`config.mk`:
```
export PLATFORM = sky130hd
export DESIGN_NAME = command_line_field_parser_unit
export DESIGN_NICKNAME = d
export VERILOG_FILES = /design/src/rtl/core/clfp_pkg.sv /design/src/rtl/core/command_line_field_parser_unit.sv /design/src/rtl/core/clfp_dec_unit.sv
export SDC_FILE = /design/constraint.sdc
export NUM_CORES = 1
export LEC_CHECK = 0
export ABC_AREA = 1
export BUFFER_PORTS_ARGS = -buffer_cell sky130_fd_sc_hd__buf_4
export CAP_MARGIN = 15
export CORE_MARGIN = 2
export CORE_UTILIZATION = 45
export CTS_CLUSTER_DIAMETER = 50
export CTS_CLUSTER_SIZE = 14
export DETAILED_ROUTE_END_ITERATION = 10
export HOLD_SLACK_MARGIN = 0.15
export PLACE_DENSITY = 0.62
export SETUP_SLACK_MARGIN = 0.05
export SKIP_LAST_GASP = 1
export SLEW_MARGIN = 20
export SYNTH_ARGS = -nofsm -noshare
export SYNTH_HDL_FRONTEND = slang
export SYNTH_SLANG_ARGS = --single-unit
```
`constraint.sdc`:
```
create_clock -name clk_i -period 5.8 [get_ports clk_i]
set_input_delay 0.58 -clock clk_i [delete_from_list [all_inputs] [get_ports clk_i]]
set_output_delay 0.58 -clock clk_i [all_outputs]
set_load 0.02 [all_outputs]
```
`src/rtl/core/clfp_pkg.sv`:
```
// Shared types, constants and digit decode for the command line field parser.
`timescale 1ns / 1ps
`default_nettype none

package clfp_pkg;

  localparam int unsigned MaxFieldsDef = 16;
  localparam int unsigned NibMax       = 8;

  localparam logic [7:0] ChNul   = 8'h00;
  localparam logic [7:0] ChNl    = 8'h0A;
  localparam logic [7:0] ChSpace = 8'h20;
  localparam logic [7:0] ChDot   = 8'h2E;

  typedef struct packed {
    logic        start;
    logic [31:0] acc;
    logic [3:0]  ndig;
  } dec_req_t;

  typedef struct packed {
    logic        done;
    logic [31:0] value;
    logic        err;
  } dec_rsp_t;

  typedef struct packed {
    logic       is_dig;
    logic       bad;
    logic [3:0] val;
  } digit_t;

  function automatic digit_t digit_of(input logic [7:0] b);
    logic [7:0] c;
    logic [7:0] k;
    digit_t     r;
    c = (b >= 8'h61) ? b - 8'h20 : b;
    k = '0;
    r = '0;
    if (c >= 8'h30) begin
      k = (c < 8'h41) ? c - 8'h30 : c - 8'h37;
      if (k > 8'd15) begin
        r.bad = 1'b1;
      end else begin
        r.is_dig = 1'b1;
        r.val    = k[3:0];
      end
    end
    return r;
  endfunction

endpackage

`default_nettype wire

```
`src/rtl/core/command_line_field_parser_unit.sv`:
```
// Top level of the command line field parser: byte sequencer, field state and result register.
//
//   channel | direction | signals                               | transaction
//   --------+-----------+---------------------------------------+-------------------------
//   in      | input     | in_valid_i, in_ready_o, char_byte_i   | one line byte
//   out     | output    | out_valid_o, out_ready_i, result ports| field value or summary
//
// A byte is registered in S_IDLE and processed in S_EXEC; when it yields no result the
// unit returns to S_IDLE. Closing a decimal field runs the converter one nibble per cycle.
// Each result is held until taken.
// The input is not ready until all results of the previous byte are taken.
// Reset returns to the start of a line with a previous field count of zero.
`timescale 1ns / 1ps
`default_nettype none

module command_line_field_parser_unit #(
  parameter int unsigned MaxFields = clfp_pkg::MaxFieldsDef,
  localparam int unsigned CntW     = $clog2(MaxFields + 1)
) (
  input  wire logic            clk_i,
  input  wire logic            rst_ni,
  input  wire logic            in_valid_i,
  output logic                 in_ready_o,
  input  wire logic [7:0]      char_byte_i,
  output logic                 out_valid_o,
  input  wire logic            out_ready_i,
  output logic                 result_kind_o,
  output logic [CntW-1:0]      field_index_o,
  output logic [31:0]          field_value_o,
  output logic [15:0]          command_id_o,
  output logic [CntW-1:0]      field_count_o,
  output logic                 line_error_o,
  output logic                 repeat_line_o,
  output logic                 last_of_line_o
);

  typedef enum logic [2:0] {
    S_IDLE,
    S_EXEC,
    S_DEC,
    S_OUT_FLD,
    S_OUT_SUM
  } state_e;

  typedef enum logic [1:0] {
    LP_START,
    LP_LINE,
    LP_REPEAT
  } lphase_e;

  typedef enum logic [1:0] {
    DP_SKIP,
    DP_DIGITS,
    DP_DONE
  } dphase_e;

  localparam logic [1:0] CmdDone = 2'd2;
  localparam logic [3:0] NibMaxW = 4'(clfp_pkg::NibMax);

  state_e              state_q, state_d;
  lphase_e             lphase_q, lphase_d;
  dphase_e             dphase_q, dphase_d;
  logic [7:0]          byte_q, byte_d;
  logic [CntW-1:0]     fields_q, fields_d;
  logic [CntW-1:0]     prev_q, prev_d;
  logic                inside_q, inside_d;
  logic [15:0]         cmd_q, cmd_d;
  logic [1:0]          cbytes_q, cbytes_d;
  logic [31:0]         val_q, val_d;
  logic [3:0]          ndig_q, ndig_d;
  logic                dot_q, dot_d;
  logic                err_q, err_d;
  logic                excess_q, excess_d;
  logic                sum_pend_q, sum_pend_d;
  logic                sum_rep_q, sum_rep_d;
  logic [31:0]         res_val_q, res_val_d;

  logic                go_line;
  logic                fld_emit;
  logic                fld_dec;
  logic                sum_emit;
  logic                sum_rep;
  clfp_pkg::digit_t    dig;
  clfp_pkg::dec_req_t  dec_req;
  clfp_pkg::dec_rsp_t  dec_rsp;

  assign dig = clfp_pkg::digit_of(byte_q);

  clfp_dec_unit u_dec (
    .clk_i  (clk_i),
    .rst_ni (rst_ni),
    .req_i  (dec_req),
    .rsp_o  (dec_rsp)
  );

  always_comb begin
    state_d    = state_q;
    lphase_d   = lphase_q;
    dphase_d   = dphase_q;
    byte_d     = byte_q;
    fields_d   = fields_q;
    prev_d     = prev_q;
    inside_d   = inside_q;
    cmd_d      = cmd_q;
    cbytes_d   = cbytes_q;
    val_d      = val_q;
    ndig_d     = ndig_q;
    dot_d      = dot_q;
    err_d      = err_q;
    excess_d   = excess_q;
    sum_pend_d = sum_pend_q;
    sum_rep_d  = sum_rep_q;
    res_val_d  = res_val_q;
    go_line    = 1'b0;
    fld_emit   = 1'b0;
    fld_dec    = 1'b0;
    sum_emit   = 1'b0;
    sum_rep    = 1'b0;
    dec_req.start = 1'b0;
    dec_req.acc   = val_q;
    dec_req.ndig  = ndig_q;

    case (state_q)
      S_IDLE: begin
        if (in_valid_i) begin
          byte_d  = char_byte_i;
          state_d = S_EXEC;
        end
      end

      S_EXEC: begin
        if (lphase_q == LP_START) begin
          if (byte_q < clfp_pkg::ChSpace) begin
            if (byte_q == clfp_pkg::ChNul) begin
              sum_emit = 1'b1;
              sum_rep  = 1'b1;
            end else begin
              lphase_d = LP_REPEAT;
            end
          end else begin
            go_line  = 1'b1;
            lphase_d = LP_LINE;
            fields_d = '0;
            inside_d = 1'b0;
            cmd_d    = '0;
            cbytes_d = '0;
            err_d    = 1'b0;
            excess_d = 1'b0;
          end
        end else if (lphase_q == LP_REPEAT) begin
          if (byte_q == clfp_pkg::ChNul) begin
            lphase_d = LP_START;
            sum_emit = 1'b1;
            sum_rep  = 1'b1;
          end
        end else begin
          go_line = 1'b1;
        end

        if (go_line) begin
          if (byte_q == clfp_pkg::ChNul || byte_q == clfp_pkg::ChSpace) begin
            if (inside_d) begin
              inside_d = 1'b0;
              if (!excess_d && fields_d >= CntW'(2)) begin
                if (dot_d) begin
                  fld_dec = 1'b1;
                end else begin
                  fld_emit = 1'b1;
                end
              end
            end
            if (byte_q == clfp_pkg::ChNul) begin
              prev_d   = fields_d;
              sum_emit = 1'b1;
              lphase_d = LP_START;
            end
          end else begin
            if (!inside_d) begin
              dphase_d = DP_SKIP;
              val_d    = '0;
              ndig_d   = '0;
              dot_d    = 1'b0;
              inside_d = 1'b1;
              if (fields_d < CntW'(MaxFields)) begin
                fields_d = fields_d + CntW'(1);
                excess_d = 1'b0;
              end else begin
                excess_d = 1'b1;
                err_d    = 1'b1;
              end
            end
            if (!excess_d) begin
              if (fields_d == CntW'(1)) begin
                if (cbytes_d != CmdDone) begin
                  if (byte_q == clfp_pkg::ChNl) begin
                    cbytes_d = CmdDone;
                  end else begin
                    cmd_d    = {cmd_d[7:0], byte_q};
                    cbytes_d = cbytes_d + 2'd1;
                  end
                end
              end else if (dphase_d != DP_DONE) begin
                if (dig.bad) begin
                  err_d = 1'b1;
                end
                if (dig.is_dig) begin
                  val_d = (dphase_d == DP_SKIP) ? {28'b0, dig.val} : {val_d[27:0], dig.val};
                  if (ndig_d < NibMaxW) begin
                    ndig_d = ndig_d + 4'd1;
                  end
                  dphase_d = DP_DIGITS;
                end else if (dphase_d == DP_DIGITS) begin
                  dphase_d = DP_DONE;
                  dot_d    = (byte_q == clfp_pkg::ChDot);
                end
              end
            end
          end
        end

        sum_pend_d = sum_emit;
        sum_rep_d  = sum_rep;
        if (fld_dec) begin
          dec_req.start = 1'b1;
          state_d       = S_DEC;
        end else if (fld_emit) begin
          res_val_d = val_q;
          state_d   = S_OUT_FLD;
        end else if (sum_emit) begin
          state_d = S_OUT_SUM;
        end else begin
          state_d = S_IDLE;
        end
      end

      S_DEC: begin
        if (dec_rsp.done) begin
          res_val_d = dec_rsp.value;
          if (dec_rsp.err) begin
            err_d = 1'b1;
          end
          state_d = S_OUT_FLD;
        end
      end

      S_OUT_FLD: begin
        if (out_ready_i) begin
          state_d = sum_pend_q ? S_OUT_SUM : S_IDLE;
        end
      end

      S_OUT_SUM: begin
        if (out_ready_i) begin
          state_d = S_IDLE;
        end
      end

      default: begin
        state_d = S_IDLE;
      end
    endcase
  end

  always_ff @(posedge clk_i or negedge rst_ni) begin
    if (!rst_ni) begin
      state_q    <= S_IDLE;
      lphase_q   <= LP_START;
      dphase_q   <= DP_SKIP;
      byte_q     <= '0;
      fields_q   <= '0;
      prev_q     <= '0;
      inside_q   <= 1'b0;
      cmd_q      <= '0;
      cbytes_q   <= '0;
      val_q      <= '0;
      ndig_q     <= '0;
      dot_q      <= 1'b0;
      err_q      <= 1'b0;
      excess_q   <= 1'b0;
      sum_pend_q <= 1'b0;
      sum_rep_q  <= 1'b0;
      res_val_q  <= '0;
    end else begin
      state_q    <= state_d;
      lphase_q   <= lphase_d;
      dphase_q   <= dphase_d;
      byte_q     <= byte_d;
      fields_q   <= fields_d;
      prev_q     <= prev_d;
      inside_q   <= inside_d;
      cmd_q      <= cmd_d;
      cbytes_q   <= cbytes_d;
      val_q      <= val_d;
      ndig_q     <= ndig_d;
      dot_q      <= dot_d;
      err_q      <= err_d;
      excess_q   <= excess_d;
      sum_pend_q <= sum_pend_d;
      sum_rep_q  <= sum_rep_d;
      res_val_q  <= res_val_d;
    end
  end

  assign in_ready_o     = (state_q == S_IDLE);
  assign out_valid_o    = (state_q == S_OUT_FLD) || (state_q == S_OUT_SUM);
  assign result_kind_o  = (state_q == S_OUT_SUM);
  assign last_of_line_o = (state_q == S_OUT_SUM);
  assign field_index_o  = (state_q == S_OUT_FLD) ? fields_q - CntW'(1) : '0;
  assign field_value_o  = (state_q == S_OUT_FLD) ? res_val_q : '0;
  assign command_id_o   = (state_q == S_OUT_SUM && !sum_rep_q) ? cmd_q : '0;
  assign field_count_o  = (state_q == S_OUT_SUM) ? prev_q : '0;
  assign line_error_o   = (state_q == S_OUT_SUM) && !sum_rep_q && err_q;
  assign repeat_line_o  = (state_q == S_OUT_SUM) && sum_rep_q;

endmodule

`default_nettype wire

```
`src/rtl/core/clfp_dec_unit.sv`:
```
// Iterative decimal-nibble-to-binary converter, one nibble per cycle with a shared times-ten add.
`timescale 1ns / 1ps
`default_nettype none

module clfp_dec_unit (
  input  wire logic               clk_i,
  input  wire logic               rst_ni,
  input  wire clfp_pkg::dec_req_t req_i,
  output clfp_pkg::dec_rsp_t      rsp_o
);

  localparam logic [3:0] NibMaxW = 4'(clfp_pkg::NibMax);

  logic        busy_q, busy_d;
  logic [3:0]  cnt_q, cnt_d;
  logic [31:0] sh_q, sh_d;
  logic [31:0] val_q, val_d;
  logic        err_q, err_d;
  logic [3:0]  nib;
  logic [5:0]  shamt;
  logic [31:0] step_val;

  assign nib      = sh_q[31:28];
  assign shamt    = {NibMaxW - req_i.ndig, 2'b00};
  assign step_val = (val_q << 3) + (val_q << 1) + {28'b0, nib};

  always_comb begin
    busy_d = busy_q;
    cnt_d  = cnt_q;
    sh_d   = sh_q;
    val_d  = val_q;
    err_d  = err_q;
    if (req_i.start) begin
      busy_d = 1'b1;
      cnt_d  = req_i.ndig;
      sh_d   = req_i.acc << shamt;
      val_d  = '0;
      err_d  = 1'b0;
    end else if (busy_q) begin
      if (cnt_q != 4'd0) begin
        val_d = step_val;
        err_d = err_q | (nib > 4'd9);
        sh_d  = sh_q << 4;
        cnt_d = cnt_q - 4'd1;
      end else begin
        busy_d = 1'b0;
      end
    end
  end

  always_ff @(posedge clk_i or negedge rst_ni) begin
    if (!rst_ni) begin
      busy_q <= 1'b0;
      cnt_q  <= '0;
    end else begin
      busy_q <= busy_d;
      cnt_q  <= cnt_d;
    end
  end

  always_ff @(posedge clk_i) begin
    sh_q  <= sh_d;
    val_q <= val_d;
    err_q <= err_d;
  end

  assign rsp_o.done  = busy_q && (cnt_q == 4'd0);
  assign rsp_o.value = val_q;
  assign rsp_o.err   = err_q;

endmodule

`default_nettype wire

```
==> summary.md <==
| Metric | Value |
|---|---|
| PostCTS Resize Cnt | `0` |
| Syn. warnings | `0` |
| Fin nets | `1950` |
| Layout area overhead | `10.7%` |
| CP max stage delay | `790 ps` |
| Die Y | `173 um` |
| ANT nets after route | `0` |
| RSZ-0062 raised after global routing | `false` |
| Vias in the first global route | `11800` |
| Met2 usage | `0.439` |
| Final Setup Violations | `0` |
| Crit share post-route | `0.724` |
| Final TNS setup | `0 ps` |
| IO Port Bufs | `75` |
| Cell family with most CP delay | `buffers and inverters` |
| Worst hold path type | `in -> async` |
| Longest Clk Path Bufs | `2` |
| Pin count of the biggest net entering global routing | `71` |
| # H-tree levels | `4` |
| Total GRT Usage | `0.256` |
| Met1 Use GR | `0.332` |
| Post-synth cell types | `56` |
| GR Util met3 | `0.0340` |
| Seq. cell area | `4670 sq um` |
| Antenna fix cells | `0` |
| Post-synth EDFFs | `32` |
| Clock-pin transition on the worst setup and hold timing paths | `80 ps` |
| Wire per inst | `16.8 um` |
| GPL Wtd Cong | `0.923` |
| Global route hottest layer | `met2` |
| Max Cap Viol | `0` |
| Crit path DAT | `4360 ps` |
| DRT iter0 DRCs | `1184` |
| Sequential area share after synthesis | `0.362` |
| Critical-path top delay cell | `clkinv_1` |
| Clk sink count | `187` |
| Worst Tran Pin Value | `1020 ps` |
| Maximum VDD drop | `0.346 mV` |
| Crit path kind | `reg -> reg` |
| Site Rows | `62` |
| First-pass GRT wire length | `61600 um` |
| Final hold vios | `0` |
| FMAX | `0.238 GHz` |
| Post-Synthesis Cells | `1834` |
| Final min period | `4200 ps` |
| Net Count, Synth | `1921` |
| CP Capture Type | `flop` |
| CTS Buf Count | `17` |
| Setup crit start kind | `flop` |
| Grt ovf | `0` |
| Req. time, crit path | `5960 ps` |
| CP Buf/Inv Count | `6` |
| Cells after DPL | `2228` |
| Starting density of the core | `0.454` |
| Post-CTS Hold Buffers | `0` |
| Die area | `30100 sq um` |
| Post-Syn Area | `12900 sq um` |
| Syn Area/Cell | `7.05 sq um` |
| Antenna violations before repair | `0` |
| Vias | `12300` |
| DP Wirelength | `27700 um` |
| Layout Skew | `17.1 ps` |
| WL final | `38100 um` |
| CTS tree | `built` |
| CP cell instances | `inv_2 -> nand2_4 -> nand3_4 -> nand2_1 -> inv_1 -> ha_1 -> nor2_1 -> a41oi_2 -> nand3_2 -> buf_4 -> clkinv_1 -> nor2_1 -> inv_1 -> buf_4` |
| Fillers | `2890` |
| Final slew viol count | `0` |
| Non-Filler Instances | `2260` |
| Pwr per Cell Area | `413 nW/um^2` |
| Die width | `173 um` |
| Async SR Flop Fraction | `0.652` |
| Crit-path max FO | `70` |
| Post-CTS setup buffers | `0` |
| Synth Register Bits | `187` |
| Vias per inst | `5.42` |
| Root buffer cell | `clkbuf_16` |
| DRC | `0` |
| Synth Flop Type | `dfrtp_1` |
| Slew margin rel. | `0.318` |
| Clock Latency Late Sink | `450 ps` |
| Core ar. | `28500 sq um` |
| Outcome | `finished, final reports clean` |
| Drt first pass iters | `5` |
| Area of the multi-input gates | `7020 sq um` |
| Top Ports | `76` |
| Pleak | `6.95 nW` |
| Layout cells sized above 1 | `0.0906` |
==> area by class of cell <==
class                   instances  area share
well taps                     384      0.0336
multi-input cells            1333       0.491
clock inverters                13      0.0107
flip-flops and latches        187       0.327
clock buffers                  19      0.0303
inverters                     237      0.0622
repair buffers                 87      0.0459
==> layout by cell type (no fill, tap or decap), drive strengths merged, types with 6 or more instances in the layout <==
cell type	instances
o22ai	6
o21ai	193
a211oi	7
dfxtp	33
a21o	6
a31oi	16
clkinv	7
ha	73
xor2	18
nor3	18
o211ai	42
nand4	12
o31ai	8
dfrtp	122
nand3	111
xnor2	15
clkbuf	19
buf	87
edfxtp	32
nor2	215
inv	241
nand2	453
a21oi	100
==> power breakdown <==
group / internal, mW / switching (mW) / leakage, nW
Combinational: 0.812 / 2.06 / 4.52
Clock: 0.647 / 0.565 / 0.288
Sequential: 1.61 / 0.209 / 2.14
Total: 3.07 / 2.83 / 6.95
==> cells in the mapped netlist (18+ instances only) <==
cell      number  share of area
nand2_1      442           0.13
inv_1        223          0.065
nor2_1       205          0.060
o21ai_0      176          0.068
dfrtp_1      122           0.24
nand3_1      105          0.041
a21oi_1       96          0.037
ha_1          73          0.071
clkbuf_1      53          0.015
o211ai_1      42          0.024
dfxtp_1       33          0.051
edfxtp_1      32          0.074
xor2_1        18          0.012
==> final timing paths <==
path	start	endpoint	depth (start not counted)	slack (ps)
setup / recovery	byte_q[5]$_DFFE_PN0P_	u_dec.sh_q[17]$_DFFE_PP_	14	1600
hold / removal	rst_ni	res_val_q[9]$_DFFE_PN0P_	1	160
setup reg to reg	byte_q[5]$_DFFE_PN0P_	u_dec.sh_q[17]$_DFFE_PP_	14	1600
hold reg to reg	val_q[4]$_DFFE_PN0P_	val_q[4]$_DFFE_PN0P_	2	480
max in group asynchronous	rst_ni	cmd_q[11]$_DFFE_PN0P_	2	4390
min in group clk_i	char_byte_i[6]	byte_q[6]$_DFFE_PN0P_	3	370
==> per-layer routing <==
metal  part of all wire  vias to the layer above
met4              0.026                        0
met1               0.43                     5786
met5                  0                        -
met2               0.49                      316
met3              0.049                       52
li1                   -                     6098
==> sequential cells by signal, indices dropped and copies added (netlist names) <==
signal	flops
err_q	1
dphase_q	2
lphase_q	2
state_q	3
fields_q	5
u_dec.val_q	32
ndig_q	4
cbytes_q	2
u_dec.err_q	1
dot_q	1
byte_q	8
sum_pend_q	1
prev_q	5
u_dec.sh_q	32
res_val_q	32
sum_rep_q	1
val_q	32
u_dec.busy_q	1
u_dec.cnt_q	4
cmd_q	16
inside_q	1
excess_q	1
==> kinds of logic after synthesis <==
kind of cell | after synthesis | synth area share
AO/OA/AOI/OAI | 403 | 0.180
XOR/XNOR | 33 | 0.0224
adder cells (fa/ha/maj) | 75 | 0.0738
buffers and inverters | 314 | 0.0952
flip-flops | 187 | 0.362
AND/OR/NAND/NOR | 822 | 0.267
==> per-stage QoR <==
stage | area, sq um | utilization | hold WS [ps] | power [mW] | setup slack [ps]
floorplan | 12900 | - | 284 | 4.00 | 3030
global placement | 13700 | 0.482 | 462 | 4.65 | 1810
detailed placement | 13700 | 0.482 | 468 | 4.69 | 1740
CTS | 14300 | 0.503 | 177 | 5.90 | 1710
global route | 14300 | 0.503 | 199 | 6.41 | 1330
finish | 14300 | 0.503 | 156 | 5.91 | 1600
Note: power is estimated with default switching activity, not from simulation.
